[src/rtl/trsm_pkg.sv]
// Shared types and codes for the TCP receive state machine.
// Used by the top, trsm_cfg, trsm_rules and the checker; no dependencies.
package trsm_pkg;

	localparam int CONNECTIONS_DEF = 16;

	localparam logic OP_SEGMENT = 1'b0;
	localparam logic OP_WRITE   = 1'b1;

	localparam logic [3:0] ST_CLOSED      = 4'd0;
	localparam logic [3:0] ST_LISTEN      = 4'd1;
	localparam logic [3:0] ST_SYN_RECV    = 4'd2;
	localparam logic [3:0] ST_SYN_SENT    = 4'd3;
	localparam logic [3:0] ST_ESTABLISHED = 4'd4;
	localparam logic [3:0] ST_CLOSE_WAIT  = 4'd5;
	localparam logic [3:0] ST_LAST_ACK    = 4'd6;
	localparam logic [3:0] ST_FIN_WAIT_1  = 4'd7;
	localparam logic [3:0] ST_FIN_WAIT_2  = 4'd8;
	localparam logic [3:0] ST_CLOSING     = 4'd9;
	localparam logic [3:0] ST_TIME_WAIT   = 4'd10;

	localparam int FL_FIN = 0;
	localparam int FL_SYN = 1;
	localparam int FL_RST = 2;
	localparam int FL_ACK = 4;

	localparam logic [1:0] RP_NONE   = 2'd0;
	localparam logic [1:0] RP_ACK    = 2'd1;
	localparam logic [1:0] RP_SYNACK = 2'd2;
	localparam logic [1:0] RP_RST    = 2'd3;

	localparam logic [2:0] NT_NONE     = 3'd0;
	localparam logic [2:0] NT_CONNECT  = 3'd1;
	localparam logic [2:0] NT_ACCEPT   = 3'd2;
	localparam logic [2:0] NT_RELEASED = 3'd3;
	localparam logic [2:0] NT_TIMEWAIT = 3'd4;

	localparam logic REG_WINDOW = 1'b0;

	typedef enum logic [1:0] {
		CTL_CLEAR,
		CTL_IDLE,
		CTL_EXEC
	} ctl_state_t;

	typedef struct packed {
		logic [3:0]  state;
		logic [31:0] rcv_next;
		logic [31:0] snd_una;
		logic [3:0]  parent;
	} ctx_t;

	typedef struct packed {
		logic        operation;
		logic [3:0]  conn_slot;
		logic [3:0]  child_slot;
		logic [7:0]  flags;
		logic [31:0] seq;
		logic [31:0] seq_end;
		logic [31:0] ack_number;
		logic [3:0]  new_state;
	} req_t;

	typedef struct packed {
		logic en;
		logic to_child;
		ctx_t ctx;
	} upd_t;

	typedef struct packed {
		logic [1:0]  reply;
		logic        dropped;
		logic [3:0]  state_after;
		logic [2:0]  notify;
		logic [3:0]  parent_out;
		logic [31:0] rcv_next;
		logic [31:0] send_unacked;
	} res_t;

endpackage

[src/rtl/tcp_receive_state_machine.sv]
// Top level: TCP receive state machine over a context RAM.
// Depends on trsm_pkg, trsm_ram, trsm_cfg, trsm_rules.
//
// Each accepted word (start high while busy is low) reads its connection
// context from a RAM with registered read data, applies the receive rules
// in the next cycle and writes the context back, so busy is high for one
// cycle and a new word can be taken as soon as busy is low again. The
// result appears on the result ports with done high for exactly one cycle,
// registered from the EXEC state, and is taken at the edge that ends done;
// the receiver must take it then. After reset the context RAM is swept to
// CLOSED and zero, one entry a cycle, so busy stays high until all are cleared
// before the first word is taken; register writes are taken throughout.
module tcp_receive_state_machine #(
	parameter int CONNECTIONS = trsm_pkg::CONNECTIONS_DEF
) (
	input  logic        clk,
	input  logic        arst_n,
	input  logic        psel,
	input  logic        penable,
	input  logic        pwrite,
	input  logic [2:0]  paddr,
	input  logic [31:0] pwdata,
	output logic [31:0] prdata,
	output logic        pready,
	input  logic        start,
	output logic        busy,
	input  logic        operation,
	input  logic [3:0]  conn_slot,
	input  logic [3:0]  child_slot,
	input  logic [7:0]  flags,
	input  logic [31:0] seq,
	input  logic [31:0] seq_end,
	input  logic [31:0] ack_number,
	input  logic [3:0]  new_state,
	output logic        done,
	output logic [1:0]  reply,
	output logic        dropped,
	output logic [3:0]  state_after,
	output logic [2:0]  notify,
	output logic [3:0]  parent_out,
	output logic [31:0] rcv_next,
	output logic [31:0] send_unacked
);

	localparam int AW = (CONNECTIONS > 1) ? $clog2(CONNECTIONS) : 1;
	localparam int CW = $bits(trsm_pkg::ctx_t);

	trsm_pkg::ctl_state_t state_q;
	trsm_pkg::ctl_state_t state_d;
	logic [AW-1:0]        clr_cnt_q;
	logic                 clr_last;
	trsm_pkg::req_t       req_q;
	trsm_pkg::res_t       res_q;
	logic                 done_q;
	logic                 accept;
	logic [15:0]          window;
	logic                 slot_ok;
	logic                 child_ok;
	trsm_pkg::upd_t       upd;
	trsm_pkg::res_t       res;
	logic                 ram_we;
	logic [AW-1:0]        ram_waddr;
	logic [CW-1:0]        ram_wdata;
	logic [CW-1:0]        ram_rdata;

	trsm_cfg u_cfg (
		.clk     (clk),
		.arst_n  (arst_n),
		.psel    (psel),
		.penable (penable),
		.pwrite  (pwrite),
		.paddr   (paddr),
		.pwdata  (pwdata),
		.prdata  (prdata),
		.pready  (pready),
		.window  (window)
	);

	trsm_ram #(
		.WIDTH (CW),
		.DEPTH (CONNECTIONS)
	) u_ctx_ram (
		.clk   (clk),
		.we    (ram_we),
		.waddr (ram_waddr),
		.wdata (ram_wdata),
		.raddr (AW'(conn_slot)),
		.rdata (ram_rdata)
	);

	assign slot_ok  = 32'(req_q.conn_slot) < 32'(CONNECTIONS);
	assign child_ok = 32'(req_q.child_slot) < 32'(CONNECTIONS);

	trsm_rules u_rules (
		.req      (req_q),
		.ctx      (trsm_pkg::ctx_t'(ram_rdata)),
		.window   (window),
		.slot_ok  (slot_ok),
		.child_ok (child_ok),
		.upd      (upd),
		.res      (res)
	);

	assign clr_last = (clr_cnt_q == AW'(CONNECTIONS - 1));
	assign accept   = start && !busy;

	always_comb begin
		state_d = state_q;
		case (state_q)
			trsm_pkg::CTL_CLEAR: begin
				if (clr_last) begin
					state_d = trsm_pkg::CTL_IDLE;
				end
			end
			trsm_pkg::CTL_IDLE: begin
				if (start) begin
					state_d = trsm_pkg::CTL_EXEC;
				end
			end
			trsm_pkg::CTL_EXEC: begin
				state_d = trsm_pkg::CTL_IDLE;
			end
			default: begin
				state_d = trsm_pkg::CTL_CLEAR;
			end
		endcase
	end

	always_comb begin
		busy      = 1'b1;
		ram_we    = 1'b0;
		ram_waddr = clr_cnt_q;
		ram_wdata = '0;
		case (state_q)
			trsm_pkg::CTL_CLEAR: begin
				ram_we = 1'b1;
			end
			trsm_pkg::CTL_IDLE: begin
				busy = 1'b0;
			end
			trsm_pkg::CTL_EXEC: begin
				ram_we    = upd.en;
				ram_waddr = upd.to_child ? AW'(req_q.child_slot) : AW'(req_q.conn_slot);
				ram_wdata = upd.ctx;
			end
			default: begin
				busy = 1'b1;
			end
		endcase
	end

	always_ff @(posedge clk or negedge arst_n) begin
		if (!arst_n) begin
			state_q   <= trsm_pkg::CTL_CLEAR;
			clr_cnt_q <= '0;
			done_q    <= 1'b0;
		end else begin
			state_q <= state_d;
			done_q  <= (state_q == trsm_pkg::CTL_EXEC);
			if (state_q == trsm_pkg::CTL_CLEAR) begin
				clr_cnt_q <= clr_cnt_q + AW'(1);
			end
		end
	end

	always_ff @(posedge clk) begin
		if (accept) begin
			req_q <= '{operation: operation, conn_slot: conn_slot,
				child_slot: child_slot, flags: flags, seq: seq,
				seq_end: seq_end, ack_number: ack_number,
				new_state: new_state};
		end
		if (state_q == trsm_pkg::CTL_EXEC) begin
			res_q <= res;
		end
	end

	assign done         = done_q;
	assign reply        = res_q.reply;
	assign dropped      = res_q.dropped;
	assign state_after  = res_q.state_after;
	assign notify       = res_q.notify;
	assign parent_out   = res_q.parent_out;
	assign rcv_next     = res_q.rcv_next;
	assign send_unacked = res_q.send_unacked;

endmodule

[src/rtl/trsm_ram.sv]
// Generic single-port-write, single-port-read RAM with registered read data.
// No dependencies.
module trsm_ram #(
	parameter int WIDTH = 8,
	parameter int DEPTH = 16,
	localparam int AW = (DEPTH > 1) ? $clog2(DEPTH) : 1
) (
	input  logic             clk,
	input  logic             we,
	input  logic [AW-1:0]    waddr,
	input  logic [WIDTH-1:0] wdata,
	input  logic [AW-1:0]    raddr,
	output logic [WIDTH-1:0] rdata
);

	logic [WIDTH-1:0] mem_q [DEPTH];
	logic [WIDTH-1:0] rdata_q;

	always_ff @(posedge clk) begin
		if (we) begin
			mem_q[waddr] <= wdata;
		end
		rdata_q <= mem_q[raddr];
	end

	assign rdata = rdata_q;

endmodule

[src/rtl/trsm_cfg.sv]
// APB register file: receive window register.
// Depends on trsm_pkg.
module trsm_cfg (
	input  logic        clk,
	input  logic        arst_n,
	input  logic        psel,
	input  logic        penable,
	input  logic        pwrite,
	input  logic [2:0]  paddr,
	input  logic [31:0] pwdata,
	output logic [31:0] prdata,
	output logic        pready,
	output logic [15:0] window
);

	logic [15:0] window_q;
	logic        wr_en;

	assign pready = 1'b1;
	assign wr_en  = psel && penable && pwrite && (paddr[2] == trsm_pkg::REG_WINDOW);

	always_ff @(posedge clk or negedge arst_n) begin
		if (!arst_n) begin
			window_q <= 16'hFFFF;
		end else if (wr_en) begin
			window_q <= pwdata[15:0];
		end
	end

	always_comb begin
		if (paddr[2] == trsm_pkg::REG_WINDOW) begin
			prdata = {16'd0, window_q};
		end else begin
			prdata = 32'd0;
		end
	end

	assign window = window_q;

endmodule

[src/rtl/trsm_rules.sv]
// Receive rules: next context and result for one segment or local write.
// Depends on trsm_pkg.
module trsm_rules (
	input  trsm_pkg::req_t  req,
	input  trsm_pkg::ctx_t  ctx,
	input  logic [15:0]     window,
	input  logic            slot_ok,
	input  logic            child_ok,
	output trsm_pkg::upd_t  upd,
	output trsm_pkg::res_t  res
);

	logic [31:0] win_w;
	logic [31:0] win_end;
	logic [31:0] diff_hi;
	logic [31:0] diff_lo;
	logic        win_ok;

	assign win_w   = (window == 16'd0) ? 32'd1 : {16'd0, window};
	assign win_end = ctx.rcv_next + win_w;
	assign diff_hi = req.seq - win_end;
	assign diff_lo = ctx.rcv_next - req.seq_end;
	assign win_ok  = diff_hi[31] && (diff_lo[31] || (diff_lo == 32'd0));

	always_comb begin
		trsm_pkg::ctx_t nctx;
		logic [1:0]     reply;
		logic           dropped;
		logic [2:0]     notify;
		logic [3:0]     par;
		logic           to_child;

		nctx     = ctx;
		reply    = trsm_pkg::RP_NONE;
		dropped  = 1'b0;
		notify   = trsm_pkg::NT_NONE;
		par      = 4'd0;
		to_child = 1'b0;

		if (req.operation == trsm_pkg::OP_WRITE) begin
			if (req.new_state <= trsm_pkg::ST_TIME_WAIT) begin
				nctx.state = req.new_state;
			end
		end else if (ctx.state == trsm_pkg::ST_CLOSED
			|| ctx.state > trsm_pkg::ST_TIME_WAIT) begin
			reply = trsm_pkg::RP_RST;
		end else if (ctx.state == trsm_pkg::ST_LISTEN) begin
			if (child_ok) begin
				nctx.state    = trsm_pkg::ST_SYN_RECV;
				nctx.rcv_next = req.seq_end;
				nctx.snd_una  = 32'd0;
				nctx.parent   = req.conn_slot;
				reply         = trsm_pkg::RP_SYNACK;
				to_child      = 1'b1;
			end
		end else if (ctx.state == trsm_pkg::ST_SYN_SENT) begin
			if (req.flags[trsm_pkg::FL_SYN] && req.flags[trsm_pkg::FL_ACK]) begin
				nctx.rcv_next = req.seq_end;
				nctx.snd_una  = req.ack_number;
				nctx.state    = trsm_pkg::ST_ESTABLISHED;
				reply         = trsm_pkg::RP_ACK;
				notify        = trsm_pkg::NT_CONNECT;
			end else begin
				reply = trsm_pkg::RP_RST;
			end
		end else if (!win_ok) begin
			dropped = 1'b1;
		end else if (req.flags[trsm_pkg::FL_RST]) begin
			nctx.state = trsm_pkg::ST_CLOSED;
			notify     = trsm_pkg::NT_RELEASED;
		end else if (req.flags[trsm_pkg::FL_SYN]) begin
			nctx.state = trsm_pkg::ST_CLOSED;
			reply      = trsm_pkg::RP_RST;
			notify     = trsm_pkg::NT_RELEASED;
		end else if (!req.flags[trsm_pkg::FL_ACK]) begin
			dropped = 1'b1;
		end else if (ctx.state == trsm_pkg::ST_SYN_RECV
			|| ctx.state == trsm_pkg::ST_FIN_WAIT_1
			|| ctx.state == trsm_pkg::ST_LAST_ACK) begin
			nctx.rcv_next = req.seq_end;
			nctx.snd_una  = req.ack_number;
			if (ctx.state == trsm_pkg::ST_SYN_RECV) begin
				nctx.state = trsm_pkg::ST_ESTABLISHED;
				notify     = trsm_pkg::NT_ACCEPT;
				par        = ctx.parent;
			end else if (ctx.state == trsm_pkg::ST_FIN_WAIT_1) begin
				nctx.state = trsm_pkg::ST_FIN_WAIT_2;
			end else begin
				nctx.state = trsm_pkg::ST_CLOSED;
				notify     = trsm_pkg::NT_RELEASED;
			end
		end else if (req.flags[trsm_pkg::FL_FIN]) begin
			nctx.rcv_next = req.seq_end;
			nctx.snd_una  = req.ack_number;
			reply         = trsm_pkg::RP_ACK;
			if (ctx.state == trsm_pkg::ST_ESTABLISHED) begin
				nctx.state = trsm_pkg::ST_CLOSE_WAIT;
			end else if (ctx.state == trsm_pkg::ST_FIN_WAIT_2) begin
				nctx.state = trsm_pkg::ST_TIME_WAIT;
				notify     = trsm_pkg::NT_TIMEWAIT;
			end
		end else begin
			reply = trsm_pkg::RP_ACK;
		end

		upd.en       = slot_ok;
		upd.to_child = to_child;
		upd.ctx      = nctx;

		if (slot_ok) begin
			res.reply        = reply;
			res.dropped      = dropped;
			res.state_after  = nctx.state;
			res.notify       = notify;
			res.parent_out   = par;
			res.rcv_next     = nctx.rcv_next;
			res.send_unacked = nctx.snd_una;
		end else begin
			res = '0;
		end
	end

endmodule

[config.mk]
export PLATFORM = sky130hd
export DESIGN_NAME = tcp_receive_state_machine
export DESIGN_NICKNAME = d
export VERILOG_FILES = /design/src/rtl/trsm_pkg.sv /design/src/rtl/tcp_receive_state_machine.sv /design/src/rtl/trsm_ram.sv /design/src/rtl/trsm_cfg.sv /design/src/rtl/trsm_rules.sv
export SDC_FILE = /design/constraint.sdc
export NUM_CORES = 1
export LEC_CHECK = 0
export BUFFER_PORTS_ARGS = -buffer_cell sky130_fd_sc_hd__buf_4
export CORE_AREA = 2 2 408 410
export DETAILED_ROUTE_END_ITERATION = 6
export DIE_AREA = 0 0 410 412
export PLACE_DENSITY = 0.51
export SYNTH_ARGS = -nofsm -noshare
export SYNTH_HDL_FRONTEND = slang
export SYNTH_SLANG_ARGS = --single-unit
[constraint.sdc]
create_clock -name clk -period 17.15 [get_ports clk]
set_input_delay 1.715 -clock clk [delete_from_list [all_inputs] [get_ports clk]]
set_output_delay 1.715 -clock clk [all_outputs]
set_load 0.05 [all_outputs]
Yosys cells after proc, flatten, opt, wreduce, memory -nomap -nowiden
Memory sizes are Yosys's and may differ from the RTL's. A register that Yosys moved wholly into a read port is not among the register bits.
Index checks and enable logic that the tools add are counted.
{"block": "word_totals", "n_memories": 1, "output_inout_bits": 113, "mem_bits_rw": 1152, "in_bits": 158, "register_bits": 215}
{"block": "classes", "n_eq_ne": 12, "add_sub_neg": 4, "magnitude_cmp": 2, "n_mux": 60, "bitwise": 5, "n_reduce_logical": 19}
{"name": "u_ctx_ram.mem_q", "depth": 16, "width": 72, "rd": 1, "rd_clocked_by_memory_dff": 1, "write_ports": 1, "line_no": "trsm_ram.sv:16", "rtl": "logic [WIDTH-1:0] mem_q [DEPTH];"}
{"op": "$mux W68", "n": 8}
{"op": "$mux W72", "n": 2}
{"op": "$mux W64", "n": 2}
{"op": "$sub A32 B32 Y32", "n": 2}
{"op": "$mux W4", "n": 11}
{"op": "$add A32 B32 Y32", "n": 1}
{"op": "$logic_not A32 Y1", "n": 1}
{"op": "$mux W16", "n": 2}
{"op": "$mux W3", "n": 10}
{"op": "$mux W2", "n": 10}
{"op": "$logic_not A16 Y1", "n": 1}
{"op": "$mux W1", "n": 14}
{"op": "$eq A4 B3 Y1 const B", "n": 3}
{"op": "$reduce_or A10 Y1", "n": 1}
{"op": "$eq A4 B2 Y1 const B", "n": 2}
{"op": "$eq A4 B4 Y1 const B", "n": 2}
{"op": "$logic_and A1 B1 Y1", "n": 6}
{"op": "$pmux W2 S3", "n": 1}
{"op": "$not A1 Y1", "n": 5}
{"op": "$add A4 B1 Y4 const B", "n": 1}
{"op": "$eq A4 B1 Y1 const B", "n": 1}
{"op": "$gt A4 B4 Y1 const B", "n": 1}
{"op": "$le A4 B4 Y1 const B", "n": 1}
{"op": "$logic_not A4 Y1", "n": 1}
{"op": "other kinds (9)", "n": 13}

Logic depth before layout (Yosys ltp)
Gate-level depths: netlist of run 1.
{"block": "depth", "word_depth": 14, "depth_mapped": 18}

Hierarchy
From an unflattened synthesis of run 1, not the netlist that was laid out.
{"block": "unflattened", "cells_unflattened": 3272, "area_unflattened_um2": 58617.5}
{"mod": "trsm_ram", "cells_per_inst": 1850, "area_per_inst_um2": 44550.2, "seq_area_each_um2": 36034.6, "n_inst": 1}
{"mod": "tcp_receive_state_machine", "cells_per_inst": 314, "area_per_inst_um2": 6732.7, "seq_area_each_um2": 6030.8, "n_inst": 1}
{"mod": "trsm_rules", "cells_per_inst": 1038, "area_per_inst_um2": 6414.9, "seq_area_each_um2": 0.0, "n_inst": 1}
{"mod": "trsm_cfg", "cells_per_inst": 70, "area_per_inst_um2": 919.6, "seq_area_each_um2": 420.4, "n_inst": 1}

Least setup slack after synthesis of run 1
Ideal clock, no wire load.
{"block": "synth_timing", "kind": "reg2reg", "start": "register u_ctx_ram.rdata_q[70] (netlist: u_ctx_ram.rdata[70]) (read register of u_ctx_ram.mem_q)", "end": "memory u_ctx_ram.mem_q[12][0] in the netlist's numbering (enable)", "path_stages_with_launch": 9, "path_slack_ns": 9.777, "setup_ns": 0.590, "synth_period_minus_slack_ns": 7.373, "t_required_ns": 16.560, "arrival_ns": 6.783, "path_cell_list": "dfxtp_1 clkbuf_1 nor2_1 nand3_1 nor2_1 mux2i_1 o21ai_0 nand3b_1 nor3_1"}
{"block": "synth_via", "elab_chain_len": 6, "elab_cells_between_ends": 9, "cone_classes": "order compare (1); eq/ne (1); mux (5); reduce/logical (2)"}
{"element": "start, declared", "line_no": "trsm_ram.sv:17", "rtl": "logic [WIDTH-1:0] rdata_q;"}
{"element": "$gt A4 B4 Y1, or another cell as far along", "line_no": "trsm_rules.sv:45", "rtl": "|| ctx.state > trsm_pkg::ST_TIME_WAIT) begin"}
{"element": "$logic_or A1 B1 Y1 or $mux W1 (tied branches)", "line_no": "trsm_rules.sv:45, trsm_rules.sv:47"}
{"element": "$mux W1 (*)", "line_no": "trsm_rules.sv:44", "rtl": "end else if (ctx.state == trsm_pkg::ST_CLOSED"}
{"element": "$mux W1 (*)", "line_no": "trsm_rules.sv:40", "rtl": "if (req.operation == trsm_pkg::OP_WRITE) begin"}
{"element": "$mux W4 (*)", "line_no": "tcp_receive_state_machine.sv:143", "rtl": "ram_waddr = upd.to_child ? AW'(req_q.child_slot) : AW'(req_q.conn_slot);"}
{"element": "$mux W4 (*)", "line_no": "tcp_receive_state_machine.sv:134", "rtl": "case (state_q)"}
{"element": "end, declared", "line_no": "trsm_ram.sv:16"}
Mark *: on every way between the ends. The rest lies on a longest branch, timed or not.

Final worst setup path of run 1
{"block": "layout_timing", "start": "register u_cfg.window_q[9] (netlist: u_cfg.window[9])", "end": "memory u_ctx_ram.mem_q[3][55] in the netlist's numbering, data pin"}
{"block": "layout_via", "elab_chain_len": 11}
{"element": "start, declared", "line_no": "trsm_cfg.sv:16", "rtl": "logic [15:0] window_q;"}
{"element": "start signal, assigned", "line_no": "trsm_cfg.sv:26", "rtl": "window_q <= pwdata[15:0];"}
{"element": "$logic_not A16 Y1", "line_no": "trsm_rules.sv:19", "rtl": "assign win_w = (window == 16'd0) ? 32'd1 : {16'd0, window};"}
{"element": "$mux W16 (*)", "line_no": "trsm_rules.sv:19"}
{"element": "$add A32 B32 Y32 (*)", "line_no": "trsm_rules.sv:20", "rtl": "assign win_end = ctx.rcv_next + win_w;"}
{"element": "$sub A32 B32 Y32 (*)", "line_no": "trsm_rules.sv:21", "rtl": "assign diff_hi = req.seq - win_end;"}
{"element": "$logic_and A1 B1 Y1 (*)", "line_no": "trsm_rules.sv:23", "rtl": "assign win_ok = diff_hi[31] && (diff_lo[31] || (diff_lo == 32'd0));"}
{"element": "$mux W68 (*)", "line_no": "trsm_rules.sv:66", "rtl": "end else if (!win_ok) begin"}
{"element": "$mux W68 (*)", "line_no": "trsm_rules.sv:56", "rtl": "end else if (ctx.state == trsm_pkg::ST_SYN_SENT) begin"}
{"element": "$mux W68 (*)", "line_no": "trsm_rules.sv:47", "rtl": "end else if (ctx.state == trsm_pkg::ST_LISTEN) begin"}
{"element": "$mux W72 (*)", "line_no": "trsm_rules.sv:44"}
{"element": "$mux W68 (*)", "line_no": "trsm_rules.sv:40"}
{"element": "$mux W72 (*)", "line_no": "tcp_receive_state_machine.sv:134"}
{"element": "named net ram_wdata[55]", "line_no": "tcp_receive_state_machine.sv:63", "rtl": "logic [CW-1:0] ram_wdata;"}
The timed path passes the listed nets; every way through them passes the cells marked *.

==> results of run 1 <==
-- power by group --
group	leakage (nW)	internal [mW]	switching (mW)
logic	7.54	0.716	1.57
clock network	2.47	1.91	1.40
registers	13.3	4.68	0.218
total	23.4	7.31	3.19
-- routing by layer --
| layer | vias to the layer above | track usage [%] | wire length (µm) |
|---|---|---|---|
| met5 | - | 0 | 36 |
| met4 | 6 | 5.10 | 3530 |
| met3 | 237 | 3.72 | 10600 |
| met1 | 16665 | 26.6 | 71000 |
| li1 | 13384 | - | - |
| met2 | 1128 | 29.6 | 74200 |
-- placed cells by master, fill, tap and decap left out, types with 34 or more instances in the layout --
cell type / Yosys / layout
nand2_1: 170 / 169
a31oi_1: 47 / 47
edfxtp_1: 1343 / 1343
a21oi_1: 72 / 72
mux4_2: 360 / 360
clkbuf_16: 0 / 159
nor2_1: 75 / 59
and3_1: 47 / 47
o31a_1: 34 / 34
dfxtp_1: 72 / 72
inv_1: 128 / 128
ha_1: 79 / 79
o21ai_0: 60 / 60
clkbuf_1: 113 / 45
buf_4: 18 / 295
or3_1: 62 / 62
-- cell usage after synthesis, types with 7 or more instances --
cell and number:
edfxtp_1 1343, mux4_2 360, nand2_1 170, inv_1 128, clkbuf_1 113, ha_1 79, nor2_1 75, a21oi_1 72
dfxtp_1 72, or3_1 62, o21ai_0 60, a31oi_1 47, and3_1 47, o31a_1 34, a22o_1 32, buf_1 30
nand4_1 24, and3_4 23, mux2i_1 20, buf_4 18, nor3_1 18, a21o_1 17, mux2_2 17, nand3_1 17
dfstp_2 16, fa_1 15, buf_2 14, xnor2_1 14, nor2b_1 13, o21ai_1 12, and2_1 11, o211ai_1 11
nand2b_1 10, or2_2 10, a211oi_1 9, nor4_1 8, dfrtp_1 7, o21a_1 7
-- registers in the layout (all words and copies together) (netlist names) --
register         flops
parent_out           4
send_unacked        32
reply                2
req_q              113
u_ctx_ram.rdata     72
state_q              2
done                 1
rcv_next            32
u_cfg.window        16
dropped              1
clr_cnt_q            4
notify               3
state_after          4
u_ctx_ram.mem_q   1152
-- final cells by class --
class	instances	share of cell area, %
flip-flops and latches	1438	61.8
well taps	2189	4.00
clock buffers	218	6.34
clock inverters	75	1.05
inverters	129	0.714
multi-input cells	1418	22.7
repair buffers	300	3.35
-- worst max path at each step --
stage / from / to / slack (ps) / depth (start not counted)
after floorplan: u_ctx_ram.rdata[70] / u_ctx_ram.mem_q[12][0] / 9780 / 8
after global placement: u_cfg.window[9] / u_ctx_ram.mem_q[9][67] / 9930 / 18
after detailed placement: u_cfg.window[9] / u_ctx_ram.mem_q[3][55] / 9860 / 18
after CTS: u_cfg.window[9] / u_ctx_ram.mem_q[12][55] / 9860 / 18
after global routing: u_cfg.window[9] / u_ctx_ram.mem_q[14][59] / 9570 / 18
final: u_cfg.window[9] / u_ctx_ram.mem_q[3][55] / 10010 / 18
-- worst reg2reg max path, cell delays in order, from the launching register on --
cell and delay [ps]:
dfstp_2 410, nor4_1 370, a41oi_1 210, ha_1 310
a21o_1 160, ha_1 280, a211oi_1 210, o21ai_0 150
o2111a_1 190, o311ai_0 710, a31o_2 280, a21oi_1 120
nor2_1 490, nor4_1 190, o31ai_4 240, buf_4 450
or2_1 400, buf_4 460, mux2i_1 1130
-- cells by family (layout without fill, tap and decap cells) --
group / after synthesis / in the layout / share of synthesized area (%)
compound gates: 370 / 370 / 4.36
simple gates: 518 / 518 / 4.70
flops: 1438 / 1438 / 71.8
buf+inv: 308 / 722 / 2.16
other cells: 2 / 17 / 0.0127
fa+ha+maj: 94 / 94 / 2.19
xor+xnor: 20 / 20 / 0.297
mux: 399 / 399 / 14.5
-- through the flow --
stage / hold slack (ps) / area, µm² / power, mW
2_1_floorplan: 466 / 59000 / 6.34
3_3_place_gp: 502 / 63400 / 7.27
3_5_place_dp: 507 / 63400 / 7.28
4_1_cts: 517 / 68500 / 10.6
5_1_grt: 543 / 68500 / 10.9
6_report: 513 / 68500 / 10.5
==> metrics.cfg, run 1 <==
[finish]
multi_input_area_um2=15600
antenna_cells=0
area_growth_pct=16.2
nets=3695
final_util_pct=41.7
seqCellArea_um2=42400
final_cells=5767
num-fill-cells=14519
drive_above_1_share_pct=27.9

[yosys]
yosysUniqueCellTypes=87
syn_inst=3149
synth_flop_cell=edfxtp_1
yosysTopAreaCellShare_pct=68.4
synth-seq-cells=1438
syn_area_per_cell_um2=18.7
synth_edf_count=1343
synth_seq_area_share_pct=71.8
syn_area_um2=59000
synth-async-reset-ratio_pct=1.60
synth.yosys.warnings=0
netlist.top_cell.by_area=edfxtp_1
synthTopCellsByArea=edfxtp_1 68%, mux4_2 14%, dfxtp_1 2.4%, ha_1 1.7%, nand2_1 1.1%

[timing]
finalSetupViolCount=0
setup_ws_ps=10010
max_freq_mhz=140
finalMaxSlewViolations=0
finalHoldViolations=0
min_period_ps=7140
worst_pin_slew_ps=1390
max_slew_margin_pct=7.44
rsz0062_at_grt=no
tns_ps=0
fin_skew_ps=37.3
min_period_over_period_pct=41.7

[detailed_routing]
first_pass_iters=5
drc=0
via_per_inst=5.45
wl_per_cell_um=27.6
ant_nets=0
vias=31420
routed_wl_mm=159
drt_iter0_drc=2971

[power_and_ir_drop]
power.leakage_nw=23.4
max-vdd-ir-drop_mv=0.107
power.density_nw_per_um2=153

[floorplanning]
die_w_um=410
start_util_pct=35.9
dieArea_um2=169000
core_region_area_um2=164000
die_h_um=412
ios=271
row_count=149

[placement]
gp_congestion=0.870
hpwl_mm=87.6
place_ws_ps=9860
dpl.cell_count=5473
numPortBuffers=231

[clocking]
h-tree-depth=4
clk_latency_ps=790
cts-root-buf=clkbuf_16
ctsHoldBuffers=0
clkSinkCount=1438
numCtsBuffers=156
cts_resized=0
cts_tree=done
postCtsSetupRepairBufs=0
clockBufferDepth=3
path_clk_slew_ps=60

[setup_path]
cpPeakStageDelay_ps=1100
worst-path-buf-inv=2
r2r-end=u_ctx_ram.mem_q[3][55]
worst_setup_path_start_kind=register
worst_ep_required_time_ps=17540
crit_type=register to register
cp.arrival_ps=7540
slowest_stage=mux2i_1
reg2reg_from=u_cfg.window[9]
path_delay_family=compound AO/OA/AOI/OAI gates
cp-end-kind=register
reg2reg_depth=18
reg2reg_setup_slack_ps=10010
critPathMaxFanout=51
worstPathCellList=nor4_1 -> a41oi_1 -> ha_1 -> a21o_1 -> ha_1 -> a211oi_1 -> o21ai_0 -> o2111a_1 -> o311ai_0 -> a31o_2 -> a21oi_1 -> nor2_1 -> nor4_1 -> o31ai_4 -> buf_4 -> or2_1 -> buf_4 -> mux2i_1

[grt]
grt_use_total_pct=18.8
grt-ovfl-total=0
grt_max_degree=94
antenna_found_initial=7
grt_pass1_wl_mm=229
grt_pass1_vias=32005

[min_path]
hold_depth=1
hp-start=clr_cnt_q[3]
min_to=clr_cnt_q[3]
hold_class=register to register

[run_status]
outcome=finished clean

[flow_run]
drv_cap=0

(Power assumes the default switching activity.)
==> run 2, diff against run 1 <==
--- a/config.mk
+++ b/config.mk
@@ -5,11 +5,12 @@
 export SDC_FILE = /design/constraint.sdc
 export NUM_CORES = 1
 export LEC_CHECK = 0
+export ABC_AREA = 1
 export BUFFER_PORTS_ARGS = -buffer_cell sky130_fd_sc_hd__buf_4
-export CORE_AREA = 2 2 408 410
+export CORE_AREA = 2 2 421 423
 export DETAILED_ROUTE_END_ITERATION = 6
-export DIE_AREA = 0 0 410 412
-export PLACE_DENSITY = 0.51
+export DIE_AREA = 0 0 423 425
+export PLACE_DENSITY = 0.53
 export SYNTH_ARGS = -nofsm -noshare
 export SYNTH_HDL_FRONTEND = slang
 export SYNTH_SLANG_ARGS = --single-unit
==> constraint.sdc (replaced) <==
create_clock -name clk -period 6.05 [get_ports clk]
set_input_delay 0.605 -clock clk [delete_from_list [all_inputs] [get_ports clk]]
set_output_delay 0.605 -clock clk [all_outputs]
set_load 0.05 [all_outputs]
==> metrics.cfg, run 2 <==
[run_status]
outcome=finished clean

[yosys]
netlist.top_cell.by_area=edfxtp_1
synth_flop_cell=edfxtp_1
synth_edf_count=1343  ; unchanged
yosysUniqueCellTypes=45  ; -48%
synthTopCellsByArea=edfxtp_1 64%, nand2_1 4.8%, mux2i_1 4.6%, o21ai_0 3.8%, inv_1 3.8%
synth_seq_area_share_pct=67.5  ; -4.3 points
syn_area_um2=62800  ; +6.4%
synth.yosys.warnings=0  ; unchanged
synth-seq-cells=1438  ; unchanged
synth-async-reset-ratio_pct=1.60  ; unchanged
syn_area_per_cell_um2=11.8  ; -37%
synth.cells.most_frequent=1343 x edfxtp_1, 802 x nand2_1, 632 x inv_1
yosysTopAreaCellShare_pct=64.3  ; -4.1 points
yosysMostFrequentCell=edfxtp_1
syn_inst=5332  ; +69%

[grt]
grt_use_total_pct=19.7  ; +0.97 points
grt-ovfl-total=0  ; unchanged
grt_max_degree=172  ; +83%
antenna_found_initial=6  ; -1
grt_pass1_vias=40308  ; +26%
grt_pass1_wl_mm=264  ; +15%

[min_path]
hold_depth=1  ; unchanged
min_to=req_q[100]
hp-start=flags[0]
hold_class=input port to register

[setup_path]
r2r-end=u_ctx_ram.mem_q[8][10]
critPathMaxFanout=56  ; +9.8%
cp_common_cell=nand2_1
cp.arrival_ps=5820  ; -1720 ps
worst_setup_path_start_kind=register
cp-end-kind=register
slowest_stage=buf_4
cpPeakStageDelay_ps=800  ; -300 ps
reg2reg_from=u_ctx_ram.rdata[50]
worstPathCellList=inv_1 -> fa_1 -> ha_1 -> a21oi_1 -> o21ai_0 -> nand2_1 -> a31oi_1 -> a211oi_1 -> nand3b_1 -> nand2_1 -> clkinv_1 -> nand3_4 -> buf_4 -> nand2_1 -> nand3_1 -> nand3_1 -> a21oi_1 -> buf_4
worst_ep_required_time_ps=6670  ; -10870 ps
reg2reg_setup_slack_ps=850  ; -9160 ps
crit_type=register to register
reg2reg_depth=18  ; unchanged

[finish]
area_growth_pct=17.6
most-common-layout-cells=1343 x edfxtp_1, 801 x nand2_1, 632 x inv_1
nets=5919  ; +60%
drive_above_1_share_pct=11.1  ; -17 points
largest_register_ffs=1152  ; unchanged
largest-register=u_ctx_ram.mem_q
final_cells=8137  ; +41%
final_common_cell=edfxtp_1

[clocking]
ctsHoldBuffers=105  ; +105
path_clk_slew_ps=50  ; about the same
cts_resized=0  ; unchanged
cts_tree=done
h-tree-depth=4  ; unchanged
clk_latency_ps=780  ; about the same
cts-root-buf=clkbuf_16
clockBufferDepth=3  ; unchanged
numCtsBuffers=157  ; +0.64%
postCtsSetupRepairBufs=0  ; unchanged
clkSinkCount=1438  ; unchanged

[floorplanning]
die_h_um=425  ; +3.2%
row_count=154  ; +3.4%
die_w_um=423  ; +3.2%
core_region_area_um2=175000  ; +6.8%
dieArea_um2=180000  ; +6.4%
ios=271  ; unchanged
start_util_pct=35.8  ; -0.11 points

[power_and_ir_drop]
max-vdd-ir-drop_mv=0.275  ; +160%
power.density_nw_per_um2=396  ; +160%
power.leakage_nw=28.6  ; +23%
p_total_mw=29.2  ; +180%

[placement]
place_ws_ps=832  ; -9020 ps
gp_congestion=0.856  ; -1.7%
numPortBuffers=231  ; unchanged
dpl.cell_count=7743  ; +41%
hpwl_mm=101  ; +15%

[detailed_routing]
via_per_inst=5.14  ; -5.7%
drc=0  ; unchanged
drt_iter0_drc=3553  ; +20%
wl_per_cell_um=22.2  ; -20%
vias=41790  ; +33%
first_pass_iters=5  ; unchanged
routed_wl_mm=181  ; +14%
ant_nets=0  ; unchanged

[timing]
finalMaxSlewViolations=0  ; unchanged
finalHoldViolations=0  ; unchanged
worst_pin_slew_ps=1200  ; -187 ps
min_period_ps=5200  ; -1940 ps
max_slew_margin_pct=19.9  ; +12 points
max_freq_mhz=192  ; +37%
fin_skew_ps=29.4  ; -7.93 ps
rsz0062_at_grt=no
whs_ps=43.1  ; -470 ps
min_period_over_period_pct=86.0  ; +44 points
finalSetupViolCount=0  ; unchanged
setup_ws_ps=847  ; -9160 ps
tns_ps=0  ; unchanged

[flow_run]
drv_cap=0  ; unchanged

## run 2: changes by cell type after synthesis, sizes merged, moves of 34 or more
| cell | delta |
|---|---|
| mux4 | -360 |
| nor2 | +73 |
| clkbuf | +143 |
| nand2 | +634 |
| o211ai | +282 |
| a21oi | +378 |
| o21ai | +404 |
| and3 | -69 |
| or3 | -62 |
| o31a | -34 |
| nand3 | +245 |
| inv | +511 |
| a31oi | -45 |
| mux2i | +268 |
## run 2: logic make-up (layout without fill, tap and decap cells)
kind of cell	Yosys count	count (layout)	share of synthesized area [%]
and+or+nand+nor	1294	1294	8.62
xor gates and xnor gates	13	13	0.181
other	2	19	0.0120
buffers and inverters	963	1411	5.92
adders and majority gates	94	94	2.05
DFF	1438	1438	67.5
muxes	288	288	4.59
AOI/OAI and AO/OA	1240	1240	11.1
## run 2: where the power goes
group / internal, mW / total, mW / switching (mW)
clock network: 5.51 / 9.35 / 3.84
registers: 13.1 / 13.7 / 0.544
logic: 1.60 / 6.22 / 4.62
## run 2: metrics by stage
step,instance area (µm²),util [%]
after floorplan,62900,-
after global placement,67800,38.6
after detailed placement,67800,38.6
after CTS,73800,42.1
after global routing,73800,42.1
final,73800,42.1
## run 2: worst max-delay path: cells and delay by family, from the launching register on
family | cells | cell delay [ps]
compound gates | 5 | 1350
simple gates | 7 | 880
flops | 1 | 430
buf+inv | 4 | 1600
fa+ha+maj | 2 | 720
## run 2: worst max-delay path by stage
stage,startpoint,endpoint,slack [ps],cells past startpoint
final,u_ctx_ram.rdata[50],u_ctx_ram.mem_q[8][10],850,18
after floorplan,state_q[0],u_ctx_ram.mem_q[14][0],270,7
after global routing,u_cfg.window[9],u_ctx_ram.mem_q[15][10],550,22
after detailed placement,u_cfg.window[9],u_ctx_ram.mem_q[12][10],830,22
after CTS,u_cfg.window[9],u_ctx_ram.mem_q[12][10],790,22
after global placement,u_cfg.window[9],u_ctx_ram.mem_q[1][66],830,23
## run 2: cell type report
type                    instances  area [µm²]
clock buffers                 238        4500
repair buffers                479        4170
multi-input cells            2946       16900
well taps                    2340        2930
diodes                          2        5.00
clock inverters                49         517
inverters                     645        2440
flip-flops and latches       1438       42400
fillers                     16363      102000
## run 2: per-layer routing
metal	routed length, µm	GRT usage [%]
met4	3720	4.95
met3	9830	2.64
met5	0	0
met2	86700	32.9
met1	80800	27.2
